===== config.mk =====
export PLATFORM = sky130hd
export DESIGN_NAME = sssp_ctrl
export DESIGN_NICKNAME = d
export VERILOG_FILES = /design/src/rtl/core/sssp_pkg.sv /design/src/rtl/core/sssp_ctrl.sv
export SDC_FILE = /design/constraint.sdc
export NUM_CORES = 1
export LEC_CHECK = 0
export BUFFER_PORTS_ARGS = -buffer_cell sky130_fd_sc_hd__buf_2
export CAP_MARGIN = 25
export CORE_AREA = 2 2 39 41
export DETAILED_ROUTE_END_ITERATION = 12
export DIE_AREA = 0 0 41 43
export HOLD_SLACK_MARGIN = 0.06
export PLACE_DENSITY_LB_ADDON = 0.3
export SYNTH_ARGS = -nofsm -noshare
export SYNTH_HDL_FRONTEND = slang
export SYNTH_SLANG_ARGS = --single-unit

===== constraint.sdc =====
create_clock -name clk_i -period 2.39 [get_ports clk_i]
set_clock_uncertainty 0.1 [all_clocks]
set_input_delay 0.478 -clock clk_i [delete_from_list [all_inputs] [get_ports clk_i]]
set_output_delay 0.478 -clock clk_i [all_outputs]
set_load 0.05 [all_outputs]

===== src/rtl/core/sssp_pkg.sv =====
`default_nettype none

package sssp_pkg;

  localparam int VertexWidth   = 5;
  localparam int WeightWidth   = 16;
  localparam int DistWidth     = 32;
  localparam int CfgWidth      = 6;
  localparam int CfgIndexWidth = 1;

  localparam logic [CfgIndexWidth-1:0] CFG_VERTEX_COUNT  = 1'b0;
  localparam logic [CfgIndexWidth-1:0] CFG_SOURCE_VERTEX = 1'b1;

  localparam logic KIND_LOAD = 1'b0;
  localparam logic KIND_RUN  = 1'b1;

  typedef struct packed {
    logic                          kind;
    logic [VertexWidth-1:0]        edge_from;
    logic [VertexWidth-1:0]        edge_to;
    logic signed [WeightWidth-1:0] edge_weight;
  } in_item_t;

  typedef struct packed {
    logic [VertexWidth-1:0]      vertex;
    logic signed [DistWidth-1:0] distance;
    logic                        reachable;
    logic                        negative_cycle;
    logic                        edges_dropped;
    logic                        last;
  } out_item_t;

  typedef struct packed {
    logic [VertexWidth-1:0]        tail;
    logic [VertexWidth-1:0]        head;
    logic signed [WeightWidth-1:0] weight;
  } edge_t;

  typedef struct packed {
    logic                        ok;
    logic signed [DistWidth-1:0] val;
  } dist_t;

  typedef enum logic [2:0] {
    S_IDLE,
    S_INIT,
    S_EREAD,
    S_DREAD,
    S_RELAX,
    S_OSEL,
    S_OREAD,
    S_OWAIT
  } sssp_state_e;

  typedef struct packed {
    logic load;
    logic run_start;
    logic vtx_clr;
    logic vtx_inc;
    logic init_wr;
    logic edge_rd;
    logic dist_rd;
    logic relax;
    logic out_rd;
    logic out_push;
    logic out_push_cyc;
  } sssp_cmd_t;

  typedef struct packed {
    logic vtx_last;
    logic edge_last;
    logic edge_none;
    logic check_pass;
    logic cycle_found;
    logic out_free;
  } sssp_status_t;

endpackage

`default_nettype wire


===== src/rtl/core/sssp_ctrl.sv =====
`default_nettype none

module sssp_ctrl (
  input  logic                  clk_i,
  input  logic                  rst_ni,
  input  logic                  in_valid_i,
  input  logic                  in_kind_i,
  output logic                  in_ready_o,
  input  sssp_pkg::sssp_status_t status_i,
  output sssp_pkg::sssp_cmd_t    cmd_o
);

  sssp_pkg::sssp_state_e state_q, state_d;

  always_ff @(posedge clk_i or negedge rst_ni) begin
    if (!rst_ni) begin
      state_q <= sssp_pkg::S_IDLE;
    end else begin
      state_q <= state_d;
    end
  end

  always_comb begin
    state_d = state_q;
    case (state_q)
      sssp_pkg::S_IDLE: begin
        if (in_valid_i && (in_kind_i == sssp_pkg::KIND_RUN)) state_d = sssp_pkg::S_INIT;
      end
      sssp_pkg::S_INIT: begin
        if (status_i.vtx_last) begin
          state_d = status_i.edge_none ? sssp_pkg::S_OSEL : sssp_pkg::S_EREAD;
        end
      end
      sssp_pkg::S_EREAD: state_d = sssp_pkg::S_DREAD;
      sssp_pkg::S_DREAD: state_d = sssp_pkg::S_RELAX;
      sssp_pkg::S_RELAX: begin
        if (status_i.edge_last && status_i.check_pass) state_d = sssp_pkg::S_OSEL;
        else state_d = sssp_pkg::S_EREAD;
      end
      sssp_pkg::S_OSEL: begin
        if (!status_i.cycle_found) state_d = sssp_pkg::S_OREAD;
        else if (status_i.out_free) state_d = sssp_pkg::S_IDLE;
      end
      sssp_pkg::S_OREAD: state_d = sssp_pkg::S_OWAIT;
      sssp_pkg::S_OWAIT: begin
        if (status_i.out_free) begin
          state_d = status_i.vtx_last ? sssp_pkg::S_IDLE : sssp_pkg::S_OREAD;
        end
      end
      default: state_d = sssp_pkg::S_IDLE;
    endcase
  end

  always_comb begin
    cmd_o      = '0;
    in_ready_o = 1'b0;
    case (state_q)
      sssp_pkg::S_IDLE: begin
        in_ready_o = 1'b1;
        if (in_valid_i) begin
          if (in_kind_i == sssp_pkg::KIND_LOAD) begin
            cmd_o.load = 1'b1;
          end else begin
            cmd_o.run_start = 1'b1;
            cmd_o.vtx_clr   = 1'b1;
          end
        end
      end
      sssp_pkg::S_INIT: begin
        cmd_o.init_wr = 1'b1;
        cmd_o.vtx_inc = 1'b1;
        if (status_i.vtx_last) cmd_o.vtx_clr = 1'b1;
      end
      sssp_pkg::S_EREAD: cmd_o.edge_rd = 1'b1;
      sssp_pkg::S_DREAD: cmd_o.dist_rd = 1'b1;
      sssp_pkg::S_RELAX: cmd_o.relax = 1'b1;
      sssp_pkg::S_OSEL: begin
        if (status_i.cycle_found && status_i.out_free) cmd_o.out_push_cyc = 1'b1;
      end
      sssp_pkg::S_OREAD: cmd_o.out_rd = 1'b1;
      sssp_pkg::S_OWAIT: begin
        if (status_i.out_free) begin
          cmd_o.out_push = 1'b1;
          cmd_o.vtx_inc  = 1'b1;
        end
      end
      default: ;
    endcase
  end

endmodule

`default_nettype wire


* Word level (Yosys, flattened, before mapping)
Cells that the tools add are included.
Storage, ports and cells: flip-flop bits (word level) 3, bits in latches 0, RAM bits 0, memory bits (read-only) 0, memories kept 0
Operators by class: $add $sub $neg 0, multiply operators 0, divide/modulo/power cells 0, order comparisons 0, eq/ne operators 11, shift operators 0, multiplexer cells 26, bitwise gates (word level) 0, reductions and logical operators 5
Operators by type and width (number):
- $mux W3 | 9
- $pmux W3 S8 | 1
- $eq A3 B3 Y1 const B | 4
- $mux W1 | 12
- $eq A3 B2 Y1 const B | 2
- $ne A2 B2 Y1 const B | 3
- $mux W2 | 2
- $pmux W1 S2 | 2
- $reduce_and A4 Y1 | 1
- $eq A3 B1 Y1 const B | 1
- $logic_and A1 B1 Y1 | 3
- $logic_not A3 Y1 | 1
- $ne A3 B3 Y1 const B | 1

* Longest topological paths before layout
Gate-level depths: netlist (run 1).
depth after elaboration 3, depth in mapped cells 5, depth with buffers taken out 3

* Worst setup path before layout (run 1)
OpenSTA, ideal clock, no wires.
kind register to output, start point register state_q[0], end point output cmd_o[10] (netlist bit), arrival time 2.354 ns, path slack -0.542 ns, stages on the path, launching flop included 4, path buffers 1, cell sequence dfrtp_1 -> buf_6 -> nor3_1 -> and3b_1
RTL lines:
- from (decl) | RTL line sssp_ctrl.sv:13 | sssp_pkg::sssp_state_e state_q, state_d;
- from (signal assigned) | RTL line sssp_ctrl.sv:17 | state_q <= sssp_pkg::S_IDLE;
- from (signal assigned) | RTL line sssp_ctrl.sv:19 | state_q <= state_d;
- to (decl) | RTL line sssp_ctrl.sv:10 | output sssp_pkg::sssp_cmd_t cmd_o

==> results of run 1 <==
==> metrics by stage <==
step                      cells  instance area, sq um   power, W
after global placement       85                 508.0  0.0006911
after floorplan              51                 424.2  0.0006299
after global routing         90                 544.3  0.0008365
after CTS                    90                 544.3  0.0007836
final                        90                 544.3  0.0007779
after detailed placement     85                 508.0  0.0006909
==> power by group through the flow <==
| stage | combinational [W] | clock, W | sequential (W) |
|---|---|---|---|
| finish | 0.000541 | 0.0000869 | 0.000150 |
| detailed placement | 0.000541 | 0 | 0.000149 |
| floorplan | 0.000537 | 0 | 0.0000925 |
| global route | 0.000581 | 0.0000945 | 0.000161 |
| CTS | 0.000544 | 0.0000908 | 0.000149 |
| global placement | 0.000541 | 0 | 0.000150 |
==> synth_stat cells (2+ instances only) <==
cell type / count / share of area [%]
nand2_1: 5 / 4.6
inv_1: 4 / 3.7
nor3_1: 5 / 6.1
buf_6: 3 / 8.3
a21oi_1: 2 / 2.5
and2_1: 2 / 3.1
a31oi_1: 2 / 3.1
or2_1: 3 / 4.6
o21ai_0: 2 / 2.5
dfrtp_1: 3 / 18
==> worst min-delay path by stage <==
stage	depth (start not counted)	slack, ns	from	to
2_1_floorplan	0	0.08	rst_ni	state_q[0]
3_3_place_gp	1	0.17	rst_ni	state_q[1]
3_5_place_dp	1	0.17	rst_ni	state_q[1]
4_1_cts	3	0.43	status_i[2]	state_q[2]
5_1_grt	3	0.45	status_i[2]	state_q[2]
6_report	3	0.44	status_i[2]	state_q[2]
==> repair_timing <==
item / CTS / global route
hold buffers: 1 / 0
hold endpoints to repair: 3 / 0
gates resized for setup: 0 / 0
==> worst max-delay path: stages (launching register included) <==
cell and delay [ns]:
dfrtp_1 0.66, nand2_1 0.22, nor3_2 0.15, or2_1 0.11, buf_2 0.25
==> cell type report <==
class / instances / area [sq um] / share of cell area [%]
Clock buffer: 4 / 26.28 / 4.828
Inverter: 4 / 15.01 / 2.759
Multi-Input combinational cell: 40 / 285.3 / 52.41
Sequential cell: 3 / 75.07 / 13.79
Tap cell: 16 / 20.02 / 3.678
Timing Repair Buffer: 23 / 122.6 / 22.53
==> layer usage <==
layer / share of wire [%] / vias to the layer above
met5: 0 / -
met4: 0 / 0
met3: 7.2 / 0
met2: 50 / 22
met1: 43 / 219
li1: - / 237
==> logic make-up after synthesis <==
family	count (synthesis)	synth area share, %
AND/OR/NAND/NOR	26	41.11
flip-flops	3	18.40
buffers and inverters	8	15.64
AO/OA/AOI/OAI	13	22.09
multiplexers	1	2.761
==> reports/metrics.csv, run 1 <==
metric;value;unit
clock_latency;0.23;ns
final_antenna_net_count;0;
finalSetupTns;0;ns
min_period_over_period;91.84;%
netlist-cell-type-count;30;
slew_violations;0;
via_per_instance_ratio;5.311;
wire_length_of_the_first_global_routing_pass;1621;um
place.gp.congestion;0.7755;
synth.yosys.seq_area_share;18.40;%
critPathCaptureType;output pin;
top_regs;state_q (3);
grt_start_max_net_pins;18;
num-nets-final;85;
dpl.hpwl;803.2;um
timing.critical_path.from_type;flip-flop;
arrival;1.62;ns
syn-instance-count;51;
cts-buffers-inserted;3;
worst-path-max-fanout;17;
cts_htree_levels;1;
die_area;1763;sq um
worst_slew_pin_slew;0.5170;ns
registers.top_by_ff_count;state_q;
diodes;0;
pwr-share-clk;11.2;%
min-delay-path-class;in2reg;
ff2ff_setup_slack;0.84;ns
combPwrFrac;69.6;%
hold_slack;0.4413;ns
top_level_i_o_count;22;
final_util;39.33;%
slew_headroom;65.53;%
period_minus_slack;2.195;ns
largest_register_ffs;3;
crit-reg2reg-capture;state_q[2];
cts.path.max_buffers;2;
p_seq_share;19.2;%
crit_required;1.81;ns
yosys_register_bits;3;
mappedNetlistNets;61;
area_growth_from_synthesis_to_layout;33.44;%
post_synth.cell_area_avg;7.998;sq um
antenna_violations_before_repair;0;
worst_ir_drop_vdd;435.6;uV
totalWireLength;1028;um
busiest_metal_layer_after_global_routing;met2;
rsz_0062_raised_after_global_routing;false;
die_width;41;um
fill_cell_instance_count_of_the_final_layout;150;
pre_cts_setup_slack;0.4223;ns
timing.rr.start;state_q[2];
grtUsageMet1;16.18;%
number_of_global_route_vias_before_repair;415;
initialDrtViolationCount;15;
ys.warnings.count;0;
crit_path_start;state_q[2];
crit_type;reg2out;
clock_tree.root_cell;clkbuf_4;
mappedNetlistArea;407.9;sq um
power_density;1429;nW/um^2
hold_viol;0;
row_count;14;
num_vias;478;
synth_enable_flop_cells;0;
most_common_cell_after_layout_fill_and_taps_aside;buf_2;
clock_pin_slew_reported_for_the_worst_setup_and_hold_paths_after_clock_tree_synthesis;0.04;ns
critPathCapture;cmd_o[7];
global_route.usage.met2;20.00;%
layout-drive-gt1-share;41.89;%
drcViolationCount;0;
intPower;0.0003035;W
worst_slack;0.1951;ns
groute.layer.met3.usage;5.236;%
routed_wirelength_normalized_by_instance_count;11.42;um
sw_frac_of_total;60.98;%
placeableCoreArea;1384;sq um
dr.pass1.iters;5;
p_leak;0.2618;nW
p_switching;0.0004744;W
status;complete, no violations;
tritoncts;yes;
clock.fmax;455.6;MHz
setup_violations;0;
worstRegToRegCells;3;
ys.flop_type;dfrtp_1;
postSynth.asyncResetShare;100.0;%
io_buffers;21;
initial_utilization;29.48;%
globalRouteOverflowTotal;0;
mostFrequentLayoutCells;21 x buf_2, 5 x nand2_1, 4 x inv_1;
grt_util_all_layers;13.38;%
die_h;43;um
max_cap_viol_count;0;
clock_sink_count;3;
postcts_setup_bufs;0;
Note: power is estimated with default switching activity, not from simulation.
==> run 2, diff against run 1 <==
CELL_PAD_IN_SITES_DETAIL_PLACEMENT = 1   (was not set)
CELL_PAD_IN_SITES_GLOBAL_PLACEMENT = 1   (was not set)
CORE_AREA = not set   (was 2 2 39 41)
CORE_MARGIN = 2   (was not set)
CORE_UTILIZATION = 31   (was not set)
CTS_BUF_LIST = sky130_fd_sc_hd__clkbuf_16   (was not set)
DIE_AREA = not set   (was 0 0 41 43)
==> reports/metrics.csv, run 2 (same netlist as run 1, synthesis figures left out) <==
metric;value;unit;change
p_seq_share;15.1;%;-4.1 points
place_inst;85;;unchanged
clock.fmax;449.8;MHz;-1.3%
area_growth_from_synthesis_to_layout;47.85;%;
die_width;40.28;um;-1.8%
setup_violations;0;;unchanged
cts-buffers-inserted;3;;unchanged
slew_violations;0;;unchanged
sw_frac_of_total;52.42;%;-8.6 points
postcts_setup_bufs;0;;unchanged
detailroute.wirelength.met2;609;um;+19%
cts.path.max_buffers;2;;unchanged
p_leak;0.2939;nW;+12%
status;complete, no violations;;
period_minus_slack;2.223;ns;+0.02818 ns
clock_latency;0.22;ns;about the same
initialDrtViolationCount;10;;-5
cts_htree_levels;1;;unchanged
rsz_0062_raised_after_global_routing;false;;
worst_slew_pin_slew;0.5041;ns;-0.01292 ns
min_period_over_period;93.02;%;+1.2 points
io_buffers;21;;unchanged
via_per_instance_ratio;5.389;;+1.5%
power_density;1627;nW/um^2;+14%
routed_wirelength_normalized_by_instance_count;13.84;um;+21%
worstRegToRegCells;4;;+1
clock_tree.root_cell;clkbuf_16;;
place.gp.congestion;0.8003;;+3.2%
grt_util_all_layers;19.31;%;+5.9 points
arrival;1.65;ns;+0.03 ns
combPwrFrac;58.1;%;-12 points
final_util;47.53;%;+8.2 points
placeableCoreArea;1269;sq um;-8.3%
top_regs;state_q (3);;
crit_required;1.81;ns;about the same
wl_met1;546;um;+24%
timing.hold.worst_path_depth;3;;unchanged
totalWireLength;1246;um;+21%
drcViolationCount;0;;unchanged
pwr-share-clk;26.8;%;+16 points
num-nets-final;86;;+1.2%
min-delay-path-class;in2reg;;
amount_of_wire_on_met3_after_detailed_routing;76;um;+2.7%
dr.pass1.iters;4;;-1
number_of_global_route_vias_before_repair;471;;+13%
p_switching;0.0005144;W;+8.4%
finalSetupTns;0;ns;unchanged
die_area;1622;sq um;-8.0%
dpl.hpwl;911.5;um;+13%
worst-path-max-fanout;15;;-2
clock_sink_count;3;;unchanged
num_vias;485;;+1.5%
largest_register_ffs;3;;unchanged
max_cap_viol_count;0;;unchanged
postPlaceCellArea;514.2;sq um;+1.2%
critPathCaptureType;output pin;;
most_common_cell_after_layout_fill_and_taps_aside;buf_2;;
wire_length_of_the_first_global_routing_pass;2028;um;+25%
die_h;40.28;um;-6.3%
stdcell_count;90;;unchanged
mostFrequentLayoutCells;21 x buf_2, 5 x inv_1, 5 x nand2_1;;
initial_utilization;32.15;%;+2.7 points
final_design_area_no_fill;603.1;sq um;+11%
timing.critical_path.from_type;flip-flop;;
hold_viol;0;;unchanged
grt_start_max_net_pins;16;;-2
diodes;0;;unchanged
intPower;0.0004669;W;+54%
registers.top_by_ff_count;state_q;;
globalRouteOverflowTotal;0;;unchanged
tritoncts;yes;;
row_count;13;;-1
clock_pin_slew_reported_for_the_worst_setup_and_hold_paths_after_clock_tree_synthesis;0.03;ns;about the same
slew_headroom;66.39;%;+0.86 points
top_routing_layer_used;met4;;
antenna_violations_before_repair;0;;unchanged
worst_ir_drop_vdd;566.8;uV;+30%
layout-drive-gt1-share;42.67;%;+0.77 points
top_level_i_o_count;22;;unchanged
report.power.total;0.0009813;W;+26%
final_antenna_net_count;0;;unchanged
crit_type;reg2out;;
==> run 2: changes by cell type in the layout (fill, tap and decap cells not counted) <==
cell / previous run / this run
inv_1: 4 / 5
clkbuf_1: 1 / 0
clkbuf_4: 3 / 0
buf_4: 1 / 2
clkbuf_16: 0 / 3
==> run 2: power groups by stage <==
| stage | sequential, W | clock, W | combinational, W |
|---|---|---|---|
| after floorplan | 0.0000925 | 0 | 0.000537 |
| after global placement | 0.000147 | 0 | 0.000562 |
| after detailed placement | 0.000148 | 0 | 0.000568 |
| after CTS | 0.000147 | 0.000265 | 0.000572 |
| after global routing | 0.000156 | 0.000276 | 0.000618 |
| final | 0.000148 | 0.000263 | 0.000570 |
==> run 2: worst max-delay path: stages (launching register included) <==
cell,delay (ns)
dfrtp_1,0.65
inv_1,0.18
nor3_2,0.22
or2_1,0.12
buf_2,0.25
==> run 2: worst paths after layout <==
kind                       slack [ns]          to         from
max                              0.17    cmd_o[7]   state_q[1]
max reg2reg                      0.73  state_q[2]   state_q[2]
min in group asynchronous        0.51  state_q[0]       rst_ni
min reg2reg                      0.69  state_q[2]   state_q[0]
min                              0.44  state_q[2]  status_i[2]
max in group asynchronous        1.57  state_q[1]       rst_ni
==> run 2: area by class of cell <==
type / count / area, sq um
multi-input combinational: 40 / 285.3
timing repair buffer: 24 / 130.1
clock inverter: 1 / 3.754
fill: 175 / 665.6
tap: 15 / 18.77
sequential: 3 / 75.07
clock buffer: 3 / 75.07
inverter: 4 / 15.01
==> run 2: metrics by stage <==
stage | setup slack (ns) | hold slack, ns
after floorplan | -0.02198 | 0.08241
after detailed placement | 0.3944 | 0.1726
final | 0.1669 | 0.4361
after global placement | 0.4600 | 0.1729
after CTS | 0.1566 | 0.4425
after global routing | 0.02004 | 0.4586
==> run 2: what timing repair did <==
item                      4_1_cts  5_1_grt
hold buffers                    1        0
hold endpoints to repair        3        0
resized for setup               0        0
==> run 2: routing by layer <==
metal  GRT usage, %  vias up
met5              0        -
met4          5.000        0
met3          5.000        2
met2          34.27       21
met1          22.82      227
li1               -      235
==> run 3, diff against run 2 <==
REMOVE_ABC_BUFFERS = 1   (was not set)
==> reports/metrics.csv, run 3 (same netlist as run 1, synthesis figures left out) <==
metric;value;unit;change
tritoncts;yes;;
arrival;1.69;ns;+0.04 ns
timing.critical_path.depth;4;;unchanged
io_buffers;21;;unchanged
diodes;0;;unchanged
clock_tree.root_cell;clkbuf_16;;
postcts_setup_bufs;0;;unchanged
timing.hold.worst_path_depth;3;;unchanged
grt_util_all_layers;22.79;%;+3.5 points
timing.rr.start;state_q[2];;
critPathCaptureType;output pin;;
die_area;1622;sq um;unchanged
period_minus_slack;2.273;ns;+0.04975 ns
placeableCoreArea;1269;sq um;unchanged
initial_utilization;32.15;%;unchanged
mostFrequentLayoutCells;21 x buf_2, 5 x inv_1, 5 x nor3_1, 5 x nand2_1;;
totalWireLength;1480;um;+19%
cts-buffers-inserted;3;;unchanged
pre_cts_setup_slack;0.3892;ns;-0.005228 ns
critPathSlowestCell;dfrtp_1;;
top_regs;state_q (3);;
timing.critical_path.from_type;flip-flop;;
worst_slack;0.1171;ns;-0.04975 ns
stdcell_count;89;;-1.1%
registers.top_by_ff_count;state_q;;
place_inst;84;;-1.2%
clock_pin_slew_reported_for_the_worst_setup_and_hold_paths_after_clock_tree_synthesis;0.03;ns;about the same
clock_sink_count;3;;unchanged
amount_of_wire_on_met3_after_detailed_routing;61;um;-20%
clock_latency;0.22;ns;about the same
most_common_cell_after_layout_fill_and_taps_aside;buf_2;;
num-nets-final;85;;-1.2%
layout-drive-gt1-share;37.84;%;-4.8 points
power_density;1681;nW/um^2;+3.3%
via_per_instance_ratio;5.551;;+3.0%
routed_wirelength_normalized_by_instance_count;16.63;um;+20%
worst_hold_path.endpoint;state_q[2];;
cts_repair_resize_count;0;;unchanged
path_delay_family;flip-flops;;
report.power.total;0.0009741;W;-0.74%
largest_register_ffs;3;;unchanged
hold_slack;0.4556;ns;+0.01950 ns
cp_cell_sequence;nand2_1 > nor3_2 > or2_1 > buf_2;;
crit_required;1.81;ns;about the same
worst_slew_pin_slew;0.5127;ns;+0.008636 ns
wire_length_of_the_first_global_routing_pass;2359;um;+16%
detailroute.wirelength.met2;752;um;+23%
min_period_over_period;95.10;%;+2.1 points
p_leak;0.2860;nW;-2.7%
slowest_delay;0.65;ns;about the same
final_antenna_net_count;0;;unchanged
ff2ff_setup_slack;0.77;ns;+0.04 ns
postPlaceCellArea;490.5;sq um;-4.6%
setup_violations;0;;unchanged
top_level_i_o_count;22;;unchanged
cts_htree_levels;1;;unchanged
slew_violations;0;;unchanged
cts.path.max_buffers;2;;unchanged
min-delay-path-class;in2reg;;
dr.pass1.iters;4;;unchanged
antenna_violations_before_repair;0;;unchanged
final_design_area_no_fill;579.3;sq um;-3.9%
num_vias;494;;+1.9%
place.gp.congestion;0.7065;;-12%
wl_met1;635;um;+16%
rsz_0062_raised_after_global_routing;false;;
area_growth_from_synthesis_to_layout;42.02;%;
crit_type;reg2out;;
number_of_global_route_vias_before_repair;494;;+4.9%
critical_path_buf_inv_count;1;;-1
dpl.hpwl;944.2;um;+3.6%
grt_start_max_net_pins;18;;+2
clock.fmax;440.0;MHz;-2.2%
max_cap_viol_count;0;;unchanged
worst_ir_drop_vdd;585.3;uV;+3.3%
slew_headroom;65.82;%;-0.58 points
worst-path-max-fanout;17;;+2
row_count;13;;unchanged
initialDrtViolationCount;10;;unchanged
status;complete, no violations;;
hold_viol;0;;unchanged
globalRouteOverflowTotal;0;;unchanged
worstRegToRegCells;3;;-1
die_width;40.28;um;unchanged
worstHoldStart;status_i[2];;
crit-reg2reg-capture;state_q[2];;
top_routing_layer_used;met4;;
drcViolationCount;0;;unchanged
die_h;40.28;um;unchanged
run 3: cell types whose count changed in the layout (fill, tap and decap cells not counted), sizes merged:
cell and delta:
buf -1
run 3: worst reg2reg max path, stage by stage, from the launching register on:
cell and delay [ns]:
dfrtp_1 0.65, mux2_1 0.37, o211ai_1 0.23, a31oi_1 0.13
run 3: timing repair:
item | 4_1_cts | 5_1_grt
endpoints found under the hold margin | 3 | 0
endpoints found under the setup margin | 0 | 0
hold buffers | 1 | 0
run 3: worst max-delay path by stage:
stage	start	end	slack (ns)
final	state_q[2]	cmd_o[7]	0.12
after global routing	state_q[1]	cmd_o[7]	0.03
after CTS	state_q[1]	cmd_o[7]	0.11
after detailed placement	state_q[1]	cmd_o[7]	0.39
after global placement	state_q[1]	cmd_o[10]	0.47
after floorplan	state_q[1]	cmd_o[10]	-0.56
run 3: final cells by class:
type	count	area [sq um]
clock buffers	3	75.07
fillers	168	689.4
flip-flops and latches	3	75.07
clock inverters	1	3.754
repair buffers	23	122.6
multi-input cells	40	269.0
inverters	4	15.01
well taps	15	18.77
run 3: metal layers:
layer | up-vias | track usage, %
li1 | 238 | -
met1 | 237 | 28.90
met2 | 15 | 34.68
met3 | 4 | 4.444
met4 | 0 | 15.00
met5 | - | 0
run 3: through the flow:
step,TNS [ns],utilization [%]
after floorplan,-1.988,-
after global placement,0,38.66
after detailed placement,0,38.66
after CTS,0,45.66
after global routing,0,45.66
final,0,45.66
run 3: power by group:
part | switching, W | internal (W) | total [W]
registers | 0.0000713 | 0.0000733 | 0.000145
clock network | 0.0000489 | 0.000216 | 0.000265
logic | 0.000400 | 0.000165 | 0.000565
